File: src/rtl/i2p_pkg.sv
package i2p_pkg;

    localparam int STACK_DEPTH = 16;
    localparam int VALUE_WIDTH = 16;
    localparam int PTR_W       = $clog2(STACK_DEPTH + 1);
    localparam int ADDR_W      = $clog2(STACK_DEPTH);

    typedef enum logic [2:0] {
        MODE_OPERAND  = 3'd0,
        MODE_OPERATOR = 3'd1,
        MODE_OPEN     = 3'd2,
        MODE_CLOSE    = 3'd3,
        MODE_END      = 3'd4
    } mode_t;

    typedef enum logic [1:0] {
        KIND_OPERAND  = 2'd0,
        KIND_OPERATOR = 2'd1,
        KIND_STATUS   = 2'd2
    } kind_t;

    typedef enum logic [1:0] {
        ERR_NONE      = 2'd0,
        ERR_OVERFLOW  = 2'd1,
        ERR_UNM_CLOSE = 2'd2,
        ERR_UNM_OPEN  = 2'd3
    } err_t;

    // stack entry: operator code 0..3, open paren mark
    localparam logic [2:0] OPEN_MARK = 3'd4;

    typedef struct packed {
        kind_t                   kind;
        logic [1:0]              op;
        logic [VALUE_WIDTH-1:0]  value;
        err_t                    error;
        logic                    last;
    } result_t;

    // add/sub rank 1, mul/div rank 2, open paren rank 0
    function automatic logic [1:0] rank(input logic [2:0] entry);
        logic [1:0] r;
        if (entry == 3'd0 || entry == 3'd1)
        begin
            r = 2'd1;
        end
        else if (entry == 3'd2 || entry == 3'd3)
        begin
            r = 2'd2;
        end
        else
        begin
            r = 2'd0;
        end
        return r;
    endfunction

endpackage

File: src/rtl/infix_to_postfix_converter_unit.sv
// Shunting-yard infix to postfix converter. One classified token enters per item on the
// slave stream and the postfix tokens it releases leave on the master stream; tlast marks
// the last result item of each input item, and an input item that releases nothing gives no
// result item at all. Operators and open parens live in a 16-entry synchronous stack
// memory whose top entry is read back in the cycle after every push or pop, with the
// written data forwarded into the top register when a push lands on the address being
// read. Steps: an item is taken, then the sequencer pops the stack one entry per step and
// ends with a closing step; an operand, a plain push or an empty end has only the closing
// step, and a close paren that meets its open paren closes in the step that pops it.
// The sequencer stalls while the output register is full and not taken. Results pass
// through a one-deep pending register so that tlast and the error code can be placed on
// the final item; a new input item is taken as soon as the sequencer is idle, even while
// the last result still waits in the output register. Stack overflow drops the token and
// reports error 1, a close paren that finds no open paren reports error 2, and open parens
// left at end report 3; with nothing else to carry the code, a status-only item (tuser
// kind 2) is sent.
module infix_to_postfix_converter_unit (
    input  logic        clk,
    input  logic        rst_n,
    input  logic        s_axis_tvalid,
    output logic        s_axis_tready,
    input  logic [23:0] s_axis_tdata,   // op_code[1:0], operand_value[17:2], zero pad
    input  logic [2:0]  s_axis_tuser,   // mode[2:0]
    output logic        m_axis_tvalid,
    input  logic        m_axis_tready,
    output logic [23:0] m_axis_tdata,   // out_op[1:0], out_value[17:2], error[19:18], pad
    output logic [1:0]  m_axis_tuser,   // tok_kind[1:0]
    output logic        m_axis_tlast    // last
);

    typedef enum logic {
        ST_IDLE,
        ST_BUSY
    } state_t;

    localparam int VW = i2p_pkg::VALUE_WIDTH;

    state_t                         state_reg, state_next;
    logic [i2p_pkg::PTR_W-1:0]      sp_reg, sp_next;
    i2p_pkg::mode_t                 mode_reg, mode_next;
    logic [1:0]                     op_reg, op_next;
    logic [VW-1:0]                  value_reg, value_next;
    logic                           found_reg, found_next;   // open paren seen during end
    logic                           pend_valid_reg, pend_valid_next;
    i2p_pkg::result_t               pend_reg, pend_next;
    logic                           out_valid_reg, out_valid_next;
    i2p_pkg::result_t               out_reg, out_next;

    // stack memory and its registered top-of-stack read
    logic [2:0]                     stack_mem [i2p_pkg::STACK_DEPTH];
    logic [2:0]                     top_reg;
    logic                           mem_we;
    logic [i2p_pkg::ADDR_W-1:0]     wr_addr;
    logic [2:0]                     wr_data;
    logic [i2p_pkg::ADDR_W-1:0]     rd_addr;
    logic [i2p_pkg::PTR_W-1:0]      sp_dec;

    logic                           slot_free;
    logic                           have_top;
    logic                           stack_full;
    logic                           do_emit;
    logic                           do_finish;
    logic                           do_pop;
    logic                           do_push;
    logic [2:0]                     push_entry;
    i2p_pkg::err_t                  fin_err;
    i2p_pkg::result_t               cand;

    assign slot_free  = !out_valid_reg || m_axis_tready;
    assign have_top   = (sp_reg != '0);
    assign stack_full = (sp_reg == i2p_pkg::PTR_W'(i2p_pkg::STACK_DEPTH));

    // read address follows the next stack pointer so top_reg is the live top
    assign sp_dec  = sp_next - 1'b1;
    assign rd_addr = sp_dec[i2p_pkg::ADDR_W-1:0];
    assign wr_addr = sp_reg[i2p_pkg::ADDR_W-1:0];
    assign wr_data = push_entry;

    always_comb
    begin
        state_next      = state_reg;
        sp_next         = sp_reg;
        mode_next       = mode_reg;
        op_next         = op_reg;
        value_next      = value_reg;
        found_next      = found_reg;
        pend_valid_next = pend_valid_reg;
        pend_next       = pend_reg;
        out_valid_next  = out_valid_reg && !m_axis_tready;
        out_next        = out_reg;

        do_emit    = 1'b0;
        do_finish  = 1'b0;
        do_pop     = 1'b0;
        do_push    = 1'b0;
        push_entry = {1'b0, op_reg};
        fin_err    = i2p_pkg::ERR_NONE;
        mem_we     = 1'b0;

        // operator popped from the top, the usual candidate result
        cand       = '0;
        cand.kind  = i2p_pkg::KIND_OPERATOR;
        cand.op    = top_reg[1:0];

        unique case (state_reg)
            ST_IDLE:
            begin
                if (s_axis_tvalid)
                begin
                    mode_next  = i2p_pkg::mode_t'(s_axis_tuser);
                    op_next    = s_axis_tdata[1:0];
                    value_next = s_axis_tdata[VW+1:2];
                    found_next = 1'b0;
                    state_next = ST_BUSY;
                end
            end
            ST_BUSY:
            begin
                if (slot_free)
                begin
                    unique case (mode_reg)
                        i2p_pkg::MODE_OPERAND:
                        begin
                            // goes straight to the output as a single last item
                            out_valid_next  = 1'b1;
                            out_next        = '0;
                            out_next.kind   = i2p_pkg::KIND_OPERAND;
                            out_next.value  = value_reg;
                            out_next.last   = 1'b1;
                            state_next      = ST_IDLE;
                        end
                        i2p_pkg::MODE_OPERATOR:
                        begin
                            if (have_top && (i2p_pkg::rank(top_reg) >=
                                             i2p_pkg::rank({1'b0, op_reg})))
                            begin
                                do_pop  = 1'b1;
                                do_emit = 1'b1;
                            end
                            else if (!stack_full)
                            begin
                                do_push   = 1'b1;
                                do_finish = 1'b1;
                            end
                            else
                            begin
                                do_finish = 1'b1;
                                fin_err   = i2p_pkg::ERR_OVERFLOW;
                            end
                        end
                        i2p_pkg::MODE_OPEN:
                        begin
                            push_entry = i2p_pkg::OPEN_MARK;
                            do_finish  = 1'b1;
                            if (!stack_full)
                            begin
                                do_push = 1'b1;
                            end
                            else
                            begin
                                fin_err = i2p_pkg::ERR_OVERFLOW;
                            end
                        end
                        i2p_pkg::MODE_CLOSE:
                        begin
                            if (have_top)
                            begin
                                do_pop = 1'b1;
                                if (top_reg == i2p_pkg::OPEN_MARK)
                                begin
                                    do_finish = 1'b1;
                                end
                                else
                                begin
                                    do_emit = 1'b1;
                                end
                            end
                            else
                            begin
                                do_finish = 1'b1;
                                fin_err   = i2p_pkg::ERR_UNM_CLOSE;
                            end
                        end
                        i2p_pkg::MODE_END:
                        begin
                            if (have_top)
                            begin
                                do_pop = 1'b1;
                                if (top_reg == i2p_pkg::OPEN_MARK)
                                begin
                                    found_next = 1'b1;
                                end
                                else
                                begin
                                    do_emit = 1'b1;
                                end
                            end
                            else
                            begin
                                do_finish = 1'b1;
                                fin_err   = found_reg ? i2p_pkg::ERR_UNM_OPEN
                                                      : i2p_pkg::ERR_NONE;
                            end
                        end
                        default:
                        begin
                            // unused token kinds are dropped silently
                            state_next = ST_IDLE;
                        end
                    endcase
                end
            end
            default:
            begin
                state_next = ST_IDLE;
            end
        endcase

        if (do_pop)
        begin
            sp_next = sp_reg - 1'b1;
        end
        if (do_push)
        begin
            mem_we  = 1'b1;
            sp_next = sp_reg + 1'b1;
        end

        // a new candidate pushes the previous pending item out as a non-last item
        if (do_emit)
        begin
            if (pend_valid_reg)
            begin
                out_valid_next = 1'b1;
                out_next       = pend_reg;
                out_next.last  = 1'b0;
            end
            pend_valid_next = 1'b1;
            pend_next       = cand;
        end

        // closing step: pending item becomes last and carries the error code
        if (do_finish)
        begin
            if (pend_valid_reg)
            begin
                out_valid_next = 1'b1;
                out_next       = pend_reg;
                out_next.error = fin_err;
                out_next.last  = 1'b1;
            end
            else if (fin_err != i2p_pkg::ERR_NONE)
            begin
                out_valid_next = 1'b1;
                out_next       = '0;
                out_next.kind  = i2p_pkg::KIND_STATUS;
                out_next.error = fin_err;
                out_next.last  = 1'b1;
            end
            pend_valid_next = 1'b0;
            state_next      = ST_IDLE;
        end
    end

    // control state and registered outputs
    always_ff @(posedge clk or negedge rst_n)
    begin
        if (!rst_n)
        begin
            state_reg      <= ST_IDLE;
            sp_reg         <= '0;
            found_reg      <= 1'b0;
            pend_valid_reg <= 1'b0;
            out_valid_reg  <= 1'b0;
        end
        else
        begin
            state_reg      <= state_next;
            sp_reg         <= sp_next;
            found_reg      <= found_next;
            pend_valid_reg <= pend_valid_next;
            out_valid_reg  <= out_valid_next;
        end
    end

    // payload registers
    always_ff @(posedge clk)
    begin
        mode_reg  <= mode_next;
        op_reg    <= op_next;
        value_reg <= value_next;
        pend_reg  <= pend_next;
        out_reg   <= out_next;
    end

    // stack memory, write first forwarding into the top register
    always_ff @(posedge clk)
    begin
        if (mem_we)
        begin
            stack_mem[wr_addr] <= wr_data;
        end
        if (mem_we && (wr_addr == rd_addr))
        begin
            top_reg <= wr_data;
        end
        else
        begin
            top_reg <= stack_mem[rd_addr];
        end
    end

    assign s_axis_tready = (state_reg == ST_IDLE);
    assign m_axis_tvalid = out_valid_reg;
    assign m_axis_tdata  = {4'b0000, out_reg.error, out_reg.value, out_reg.op};
    assign m_axis_tuser  = out_reg.kind;
    assign m_axis_tlast  = out_reg.last;

    // stack pointer never goes past the stack depth
    a_sp_range: assert property (@(posedge clk) disable iff (!rst_n)
        sp_reg <= i2p_pkg::PTR_W'(i2p_pkg::STACK_DEPTH))
        else $error("stack pointer beyond depth");

    // no result may be left pending once the sequencer goes idle
    a_pend_idle: assert property (@(posedge clk) disable iff (!rst_n)
        (state_reg == ST_IDLE) |-> !pend_valid_reg)
        else $error("pending result left while idle");

    // a status-only item always closes its input item and carries an error
    a_status_item: assert property (@(posedge clk) disable iff (!rst_n)
        (m_axis_tvalid && (m_axis_tuser == i2p_pkg::KIND_STATUS))
            |-> (m_axis_tlast && (m_axis_tdata[19:18] != i2p_pkg::ERR_NONE)))
        else $error("status item without error or last");

    // the stack moves by at most one entry per cycle
    a_sp_step: assert property (@(posedge clk) disable iff (!rst_n)
        1'b1 |=> ((sp_reg == $past(sp_reg)) || (sp_reg == $past(sp_reg) + 1'b1)
                  || (sp_reg + 1'b1 == $past(sp_reg))))
        else $error("stack pointer jumped");

endmodule

File: config.mk
export PLATFORM = sky130hd
export DESIGN_NAME = infix_to_postfix_converter_unit
export DESIGN_NICKNAME = d
export VERILOG_FILES = /design/src/rtl/i2p_pkg.sv /design/src/rtl/infix_to_postfix_converter_unit.sv
export SDC_FILE = /design/constraint.sdc
export NUM_CORES = 1
export LEC_CHECK = 0
export ABC_AREA = 0
export BUFFER_PORTS_ARGS = -buffer_cell sky130_fd_sc_hd__buf_2
export CAP_MARGIN = 5
export CORE_MARGIN = 5
export CORE_UTILIZATION = 46
export DETAILED_ROUTE_END_ITERATION = 8
export PLACE_DENSITY = 0.76
export SLEW_MARGIN = 5
export SYNTH_ARGS = -nofsm -noshare
export SYNTH_HDL_FRONTEND = slang
export SYNTH_SLANG_ARGS = --single-unit
File: constraint.sdc
create_clock -name clk -period 7.8 [get_ports clk]
set_input_delay 1.17 -clock clk [delete_from_list [all_inputs] [get_ports clk]]
set_output_delay 1.17 -clock clk [all_outputs]
set_load 0.05 [all_outputs]
==> flow_summary.json, run 1 <==
{
  "setup_viol_count_final": 0,
  "cpMostUsedCell": "nand2b_1",
  "htree_levels": 3,
  "hold_buffers": 0,
  "postCtsSetupBuffers": 0,
  "internal_power_w": 0.00111,
  "path_clk_slew_ns": 0.09,
  "worst_path_largest_cell_delay_ns": 0.87,
  "routabilityCongestion": 0.880,
  "crit_fanout": 22,
  "cp-start-kind": "register",
  "maxSlewHeadroom_pct": 24.4,
  "grt_usage_pct": 15.1,
  "hold_slack_ns": 0.475,
  "switching_power_w": 0.000785,
  "crit_path_top_delay_cell": "a21oi_2",
  "core.rowCount": 36,
  "grt_max_degree": 24,
  "drtIter0Drc": 189,
  "cp.arrival_ns": 5.17,
  "power_leakage_nw": 2.00,
  "power_density_nw_per_um2": 378,
  "grt_first_pass_wirelength_um": 13500,
  "synth-seq-cells": 107,
  "wl_per_cell_um": 16.6,
  "seq_area_um2": 2900,
  "core_um2": 9680,
  "vias": 2728,
  "clkSinkCount": 107,
  "routed_wl_um": 8500,
  "ant_nets": 0,
  "use_met1_pct": 19.8,
  "start_util_pct": 46.8,
  "clockPowerShare_pct": 15.2,
  "fp.dieW_um": 109,
  "nets": 413,
  "clk_path_buf_depth": 2,
  "layout_common_cells": "edfxtp_1, buf_2, dfxtp_1",
  "cp-end-kind": "register",
  "dpl.hpwl_um": 5960,
  "antenna_found_initial": 0,
  "share_comb_of_total_power_pct": 39.8,
  "finalHoldViolCount": 0,
  "slew_viol_final": 0,
  "grt_use_met3_pct": 3.20,
  "path_cells": "mux4_1 > a22oi_1 > and3_1 > nand2b_1 > ha_1 > nand2b_1 > a211oi_1 > o21ai_0 > a21oi_1 > a31oi_4 > a21oi_2 > mux2_2",
  "hold_class": "register to register",
  "cts_root_buf": "clkbuf_8",
  "cts_tree": "yes",
  "synth-edff-count": 71,
  "crit_required_ns": 8.05,
  "status": "completed",
  "min_period_ns": 4.92,
  "ys.flop_type": "edfxtp_1",
  "worst_pin_slew_ns": 1.13,
  "drv_cap": 0,
  "first_pass_iters": 5,
  "ys_seq_area_share_pct": 64.0,
  "die_h_um": 109,
  "busiest_layer": "met2",
  "area_growth_pct": 11.0,
  "largest_reg_flops": 48,
  "grt_pass1_vias": 2658,
  "ys_types": 58,
  "io_pins": 60,
  "tns_ns": 0,
  "n_antenna_cell": 0,
  "use_met2_pct": 23.8,
  "max_freq_mhz": 203,
  "viasPerCell": 5.33,
  "irDropWorstVdd_mv": 0.139,
  "cts-resized-gates": 0,
  "dieArea_um2": 11900,
  "syn_area_um2": 4530,
  "multi_input_area_um2": 1500,
  "cts_buffers": 9,
  "swShare_pct": 41.4,
  "synthArstFlopShare_pct": 8.41,
  "fin_crit_sh_pct": 63.1,
  "worstSetupPathType": "register to register",
  "fill_cells": 813,
  "seqPwrFrac_pct": 45.0,
  "layout-drive-gt1-share_pct": 21.4,
  "finClkSkew_ns": 0.0146,
  "io_buffers": 49,
  "synthCells": 327,
  "drcViolationCount": 0,
  "final_common_cell": "edfxtp_1",
  "gr-total-overflow": 0,
  "rsz0062_at_grt": "no",
  "syn_avg_cell_area_um2": 13.8,
  "ys_warn_count": 0,
  "clock_latency_ns": 0.37
}
synthesized netlist by cell type (2+ instances only):
| cell type | count | area (µm²) |
|---|---|---|
| o32ai_1 | 2 | 17.5 |
| nand2_1 | 22 | 82.6 |
| o21bai_1 | 2 | 15.0 |
| or4_1 | 2 | 15.0 |
| nand3_1 | 5 | 25.0 |
| mux2i_1 | 16 | 160 |
| mux4_1 | 6 | 158 |
| dfrtp_1 | 9 | 225 |
| nand2b_1 | 8 | 50.1 |
| a21boi_0 | 2 | 15.0 |
| nor3_1 | 20 | 100 |
| mux4_2 | 6 | 135 |
| ha_1 | 8 | 100 |
| buf_6 | 2 | 22.5 |
| xor2_1 | 3 | 26.3 |
| nand3_2 | 2 | 20.0 |
| a211o_1 | 2 | 17.5 |
| buf_2 | 2 | 10.0 |
| o21ai_0 | 7 | 35.0 |
| edfxtp_1 | 71 | 2130 |
| and2_1 | 4 | 25.0 |
| clkbuf_1 | 9 | 33.8 |
| a22oi_1 | 3 | 22.5 |
| nor2_1 | 24 | 90.1 |
| or3_1 | 2 | 12.5 |
| nor2b_1 | 7 | 43.8 |
| a211oi_1 | 2 | 15.0 |
| a21oi_1 | 7 | 35.0 |
| buf_4 | 4 | 30.0 |
| a2bb2oi_1 | 2 | 17.5 |
| inv_1 | 13 | 48.8 |
| dfxtp_1 | 27 | 541 |
power by group through the flow:
| stage | Combinational [W] | Clock (W) | Sequential [W] |
|---|---|---|---|
| floorplan | 0.000465 | 0 | 0.000984 |
| detailed placement | 0.000756 | 0 | 0.000868 |
| finish | 0.000755 | 0.000288 | 0.000854 |
| CTS | 0.000760 | 0.000294 | 0.000856 |
| global route | 0.000824 | 0.000318 | 0.000875 |
| global placement | 0.000735 | 0 | 0.000861 |
per-stage QoR:
step | power [W] | setup slack (ns) | std cells | area, µm² | util, %
3_5_place_dp | 0.00162 | 2.91 | 496 | 4860 | 50.2
2_1_floorplan | 0.00145 | 4.20 | 330 | 4540 | -
5_1_grt | 0.00202 | 2.52 | 512 | 5020 | 51.9
3_3_place_gp | 0.00160 | 2.96 | 496 | 4860 | 50.2
4_1_cts | 0.00191 | 2.87 | 512 | 5020 | 51.9
6_report | 0.00190 | 2.88 | 512 | 5020 | 51.9
final cells by class:
class,instances,area share [%]
repair buffers,50,5.03
multi-input cells,193,29.8
inverters,13,0.971
flip-flops and latches,107,57.7
clock inverters,6,0.647
well taps,133,3.31
clock buffers,10,2.54
metal layers:
metal  vias to the layer above  part of all wire, %
li1                       1317                    -
met1                      1345                   44
met2                        53                   51
met3                        13                  3.7
met4                         0                  2.1
met5                         -                    0
worst max-delay path, delay by kind of cell (launching register included):
family | cells | cell delay, ns
DFF | 1 | 0.82
muxes | 2 | 1.07
adders and majority gates | 1 | 0.29
AOI/OAI and AO/OA | 6 | 2.09
and+or+nand+nor | 3 | 0.53
worst paths after layout:
path / start / endpoint / slack, ns / cells past startpoint
worst max-delay path: register / m_axis_tdata[0] / 2.88 / 12
worst min-delay path: m_axis_tdata[18] / m_axis_tdata[18] / 0.48 / 2
worst max register to register: register / m_axis_tdata[0] / 2.88 / 12
worst min register to register: m_axis_tdata[18] / m_axis_tdata[18] / 0.48 / 2
max in group asynchronous: rst_n / pend_valid_reg / 6.95 / 1
min in group asynchronous: rst_n / m_axis_tvalid / 0.65 / 1
logic make-up (layout without fill, tap and decap cells):
group,after synthesis,in the layout,share of synthesized area (%)
other,1,4,0.0828
adders and majority gates,8,8,2.21
and+or+nand+nor,105,105,12.0
muxes,30,30,10.5
xor gates and xnor gates,4,4,0.774
AOI/OAI and AO/OA,42,42,7.21
buffers and inverters,30,79,3.21
DFF,107,107,64.0
Note: power is estimated with default switching activity, not from simulation.
==> run 2: changes to the inputs <==
--- a/config.mk
+++ b/config.mk
@@ -5,7 +5,7 @@
 export SDC_FILE = /design/constraint.sdc
 export NUM_CORES = 1
 export LEC_CHECK = 0
-export ABC_AREA = 0
+export ABC_AREA = 1
 export BUFFER_PORTS_ARGS = -buffer_cell sky130_fd_sc_hd__buf_2
 export CAP_MARGIN = 5
 export CORE_MARGIN = 5
==> constraint.sdc (replaced) <==
create_clock -name clk -period 4.8 [get_ports clk]
set_input_delay 0.72 -clock clk [delete_from_list [all_inputs] [get_ports clk]]
set_output_delay 0.72 -clock clk [all_outputs]
set_load 0.05 [all_outputs]
==> flow_summary.json, run 2 <==
{
  "status": "completed",
  "core_um2": 10400,
  "rsz0062_at_grt": "no",
  "routabilityCongestion": 0.901,
  "routed_wl_um": 9800,
  "cts_tree": "yes",
  "synthArstFlopShare_pct": 8.41,
  "antenna_found_initial": 0,
  "ys_warn_count": 0,
  "setup_viol_count_final": 0,
  "drv_cap": 0,
  "synthCells": 526,
  "irDropWorstVdd_mv": 0.339,
  "cts-resized-gates": 0,
  "dpl.hpwl_um": 7050,
  "ys.flop_type": "edfxtp_1",
  "fp.dieW_um": 114,
  "min_period_ns": 3.70,
  "dpl.cell_count": 702,
  "fill_cells": 928,
  "hold_class": "input port to asynchronous set/reset pin",
  "synth.top_cell.area_share_pct": 43.2,
  "syn_area_um2": 4940,
  "path_clk_slew_ns": 0.10,
  "synth-edff-count": 71,
  "n_antenna_cell": 0,
  "viasPerCell": 4.90,
  "drcViolationCount": 0,
  "ys_seq_area_share_pct": 58.6,
  "io_buffers": 49,
  "slew_viol_final": 0,
  "grt_first_pass_wirelength_um": 16400,
  "synth_common_cells": "nand2_1, inv_1, edfxtp_1",
  "layout-drive-gt1-share_pct": 18.2,
  "crit_fanout": 17,
  "ys_types": 35,
  "final_common_cell": "nand2_1",
  "synth-seq-cells": 107,
  "hold_buffers": 0,
  "maxSlewHeadroom_pct": 25.5,
  "fin_crit_sh_pct": 77.0,
  "rrSetupSlack_ns": 1.10,
  "synthMostInstantiatedCell": "nand2_1",
  "postCtsSetupBuffers": 0,
  "largest_reg_flops": 48,
  "tns_ns": 0,
  "nets": 616,
  "gr-total-overflow": 0,
  "dieArea_um2": 12900,
  "crit_required_ns": 4.84,
  "first_pass_iters": 4,
  "syn_avg_cell_area_um2": 9.39,
  "core.rowCount": 37,
  "cts_root_buf": "clkbuf_8",
  "cts_buffers": 9,
  "drtIter0Drc": 347,
  "wl_per_cell_um": 13.6,
  "ant_nets": 0,
  "grt_pass1_vias": 3555,
  "clock_latency_ns": 0.37,
  "cp-end-kind": "register",
  "grt_usage_pct": 15.8,
  "htree_levels": 3,
  "start_util_pct": 47.4,
  "ys_top_cells_by_area": "edfxtp_1, nand2_1, dfxtp_1",
  "cp-start-kind": "register",
  "cp.arrival_ns": 3.74,
  "io_pins": 60,
  "power_density_nw_per_um2": 585,
  "finClkSkew_ns": 0.0174,
  "synth_largest_area_cell": "edfxtp_1",
  "die_h_um": 114,
  "area_growth_pct": 10.6,
  "worst_pin_slew_ns": 1.11,
  "layout_common_cells": "nand2_1, inv_1, edfxtp_1",
  "worstSetupPathType": "register to register",
  "finalHoldViolCount": 0,
  "grt_max_degree": 24,
  "vias": 3515,
  "max_freq_mhz": 271,
  "stdcell_count": 718,
  "power_leakage_nw": 2.47,
  "clkSinkCount": 107,
  "clk_path_buf_depth": 2
}
[run 2: worst paths after layout]
kind,endpoint,cells after the start
max,stack_mem[9][2],18
min,sp_reg[3],1
max reg2reg,stack_mem[9][2],18
min reg2reg,m_axis_tdata[0],2
max in group asynchronous,pend_valid_reg,1
min in group clk,m_axis_tdata[0],2
[run 2: critical path, stage by stage, from the launching register on]
cell and delay, ns:
dfxtp_1 0.78, buf_4 0.29, nand2_1 0.07, nand3_1 0.08, nand3_1 0.09, nand3_1 0.11
nand2_2 0.11, inv_1 0.08, nand3_1 0.08, ha_1 0.30, o21ai_0 0.16, nand2_1 0.13
nand2_1 0.08, nand3_1 0.06, o21ai_1 0.15, nand2_1 0.24, inv_2 0.14, nand2_1 0.16
nor2_1 0.28
[run 2: cells by family after synthesis]
kind of cell,synth area share [%]
AO/OA/AOI/OAI,3.06
XOR/XNOR,0.355
adder cells (fa/ha/maj),2.03
buffers and inverters,9.09
flip-flops,58.6
other,0.0759
AND/OR/NAND/NOR,26.7
[run 2: layer usage]
metal	vias up	part of all wire (%)	wire length (µm)	track usage [%]
met5	-	0	0	0
met3	17	5.4	531	3.29
met4	0	1.7	168	5.53
li1	1760	-	-	-
met1	1646	43	4210	19.5
met2	92	50	4890	27.6
[run 2: final cells by class]
class                   count  area, µm²  share of cell area, %
clock inverters             4       28.8                  0.527
well taps                 136        170                   3.11
multi-input cells         323       1610                   29.4
clock buffers              12        176                   3.23
flip-flops and latches    107       2900                   53.0
inverters                  85        324                   5.93
repair buffers             51        260                   4.76
[run 2: power by group]
part | switching (W) | total (W) | internal (W) | leakage [nW]
combinational | 0.000962 | 0.00134 | 0.000373 | 1.39
sequential | 0.000138 | 0.00131 | 0.00117 | 0.982
clock | 0.000301 | 0.000551 | 0.000250 | 0.100
[run 2: through the flow]
step / util (%) / worst slack (ns) / total power [W] / hold WS [ns] / area [µm²]
detailed placement: 50.5 / 1.14 / 0.00267 / 0.473 / 5260
global route: 52.5 / 0.711 / 0.00342 / 0.194 / 5470
CTS: 52.5 / 1.14 / 0.00321 / 0.196 / 5470
floorplan: - / 2.12 / 0.00239 / 0.424 / 4950
finish: 52.5 / 1.10 / 0.00320 / 0.203 / 5470
global placement: 50.5 / 1.29 / 0.00261 / 0.475 / 5260
==> run 3: changes to the inputs <==
==> constraint.sdc (replaced) <==
create_clock -name clk -period 3.7 [get_ports clk]
set_input_delay 0.555 -clock clk [delete_from_list [all_inputs] [get_ports clk]]
set_output_delay 0.555 -clock clk [all_outputs]
set_load 0.05 [all_outputs]
==> flow_summary.json, run 3 (same netlist as run 2, synthesis figures left out) <==
{
  "dieArea_um2": 12900,
  "cpMostUsedCell": "nand2_1",
  "hold_class": "input port to asynchronous set/reset pin",
  "cts_root_buf": "clkbuf_8",
  "clkSinkCount": 107,
  "hold_buffers": 0,
  "path_buf_inv": 4,
  "first_pass_iters": 5,
  "drv_cap": 0,
  "drtIter0Drc": 247,
  "grt_first_pass_wirelength_um": 15900,
  "final_common_cell": "nand2_1",
  "grt_max_degree": 24,
  "cts-resized-gates": 0,
  "grt_pass1_vias": 3413,
  "power_density_nw_per_um2": 758,
  "htree_levels": 3,
  "grt_usage_pct": 15.4,
  "crit_family": "simple AND/OR/NAND/NOR gates",
  "ant_nets": 0,
  "crit_path_top_delay_cell": "dfxtp_1",
  "start_util_pct": 47.4,
  "layout_common_cells": "nand2_1, inv_1, edfxtp_1",
  "tns_ns": 0,
  "gr-total-overflow": 0,
  "largest_reg_flops": 48,
  "worst_pin_slew_ns": 1.10,
  "worst_path_largest_cell_delay_ns": 0.32,
  "rsz0062_at_grt": "no",
  "cp-end-kind": "register",
  "nets": 621,
  "irDropWorstVdd_mv": 0.423,
  "routed_wl_um": 9620,
  "setup_ws_ns": 0.377,
  "worstSetupPathType": "register to register",
  "dpl.hpwl_um": 7020,
  "clk_path_buf_depth": 2,
  "routabilityCongestion": 0.859,
  "path_cells": "buf_4 > buf_4 > nand2_1 > o211ai_1 > nand3_1 > nand3_1 > nand2_2 > inv_1 > nand3_1 > ha_1 > o21ai_0 > nand2_1 > nand2_1 > nand3_1 > o21ai_1 > nand2_1 > inv_2 > nand2_1 > nor2_1",
  "wl_per_cell_um": 13.3,
  "status": "completed",
  "power_leakage_nw": 2.50,
  "multi_input_area_um2": 1610,
  "die_h_um": 114,
  "io_buffers": 49,
  "core.rowCount": 37,
  "fp.dieW_um": 114,
  "setup_viol_count_final": 0,
  "dpl.cell_count": 707,
  "io_pins": 60,
  "fill_cells": 934,
  "core_um2": 10400,
  "drcViolationCount": 0,
  "placed_cell_area_um2": 5300,
  "postCtsSetupBuffers": 0,
  "finClkSkew_ns": 0.0128,
  "crit_fanout": 16,
  "fin_crit_sh_pct": 89.8,
  "cts_tree": "yes",
  "layout-drive-gt1-share_pct": 18.9,
  "cts_buffers": 9,
  "vias": 3464,
  "cp-start-kind": "register",
  "place_ws_ns": 0.366,
  "min_period_ns": 3.32,
  "viasPerCell": 4.79,
  "clock_latency_ns": 0.37,
  "area_growth_pct": 11.3,
  "final_core_util_pct": 52.8,
  "stdcell_count": 723,
  "path_clk_slew_ns": 0.11,
  "n_antenna_cell": 0,
  "rrSetupSlack_ns": 0.38,
  "finalHoldViolCount": 0,
  "cp.arrival_ns": 3.38,
  "slew_viol_final": 0,
  "crit_required_ns": 3.76,
  "design_area_um2": 5500,
  "antenna_found_initial": 0,
  "seq_area_um2": 2900,
  "max_freq_mhz": 301,
  "maxSlewHeadroom_pct": 26.5
}
-- run 3: path summary, 6_finish.rpt --
check,start,endpoint,cells past startpoint
max,register,stack_mem[10][2],19
min,rst_n,sp_reg[3],1
max reg2reg,register,stack_mem[10][2],19
min reg2reg,pend_reg[19],m_axis_tdata[0],2
max in group asynchronous,rst_n,sp_reg[4],1
min in group clk,s_axis_tdata[4],value_reg[2],1
-- run 3: area by class of cell --
class                      count  area share, %
clock buffer                  10           2.71
inverter                      85           5.89
tap                          136           3.09
timing repair buffer          56           5.42
sequential                   107           52.7
clock inverter                 6          0.956
multi-input combinational    323           29.2
-- run 3: worst register-to-register path, stage by stage, from the launching register on --
cell and delay (ns):
dfxtp_1 0.32, buf_4 0.22, buf_4 0.22, nand2_1 0.07, o211ai_1 0.10, nand3_1 0.11
nand3_1 0.10, nand2_2 0.10, inv_1 0.08, nand3_1 0.07, ha_1 0.28, o21ai_0 0.15
nand2_1 0.12, nand2_1 0.07, nand3_1 0.06, o21ai_1 0.14, nand2_1 0.24, inv_2 0.13
nand2_1 0.15, nor2_1 0.29
-- run 3: per-stage QoR --
step	power (W)	hold WS, ns
3_5_place_dp	0.00349	0.437
2_1_floorplan	0.00311	0.259
6_report	0.00417	0.0278
3_3_place_gp	0.00341	0.429
4_1_cts	0.00419	0.0211
5_1_grt	0.00444	0.0234
-- run 3: layer usage --
layer  global-route usage [%]  part of all wire (%)
met1                     19.3                    41
met2                     26.2                    50
met3                     3.50                   6.8
met4                     5.53                   1.8
met5                        0                     0
-- run 3: report_power, final --
group / internal, W / switching (W) / total (W)
sequential: 0.00152 / 0.000131 / 0.00166
combinational: 0.000501 / 0.00130 / 0.00180
clock: 0.000298 / 0.000416 / 0.000714
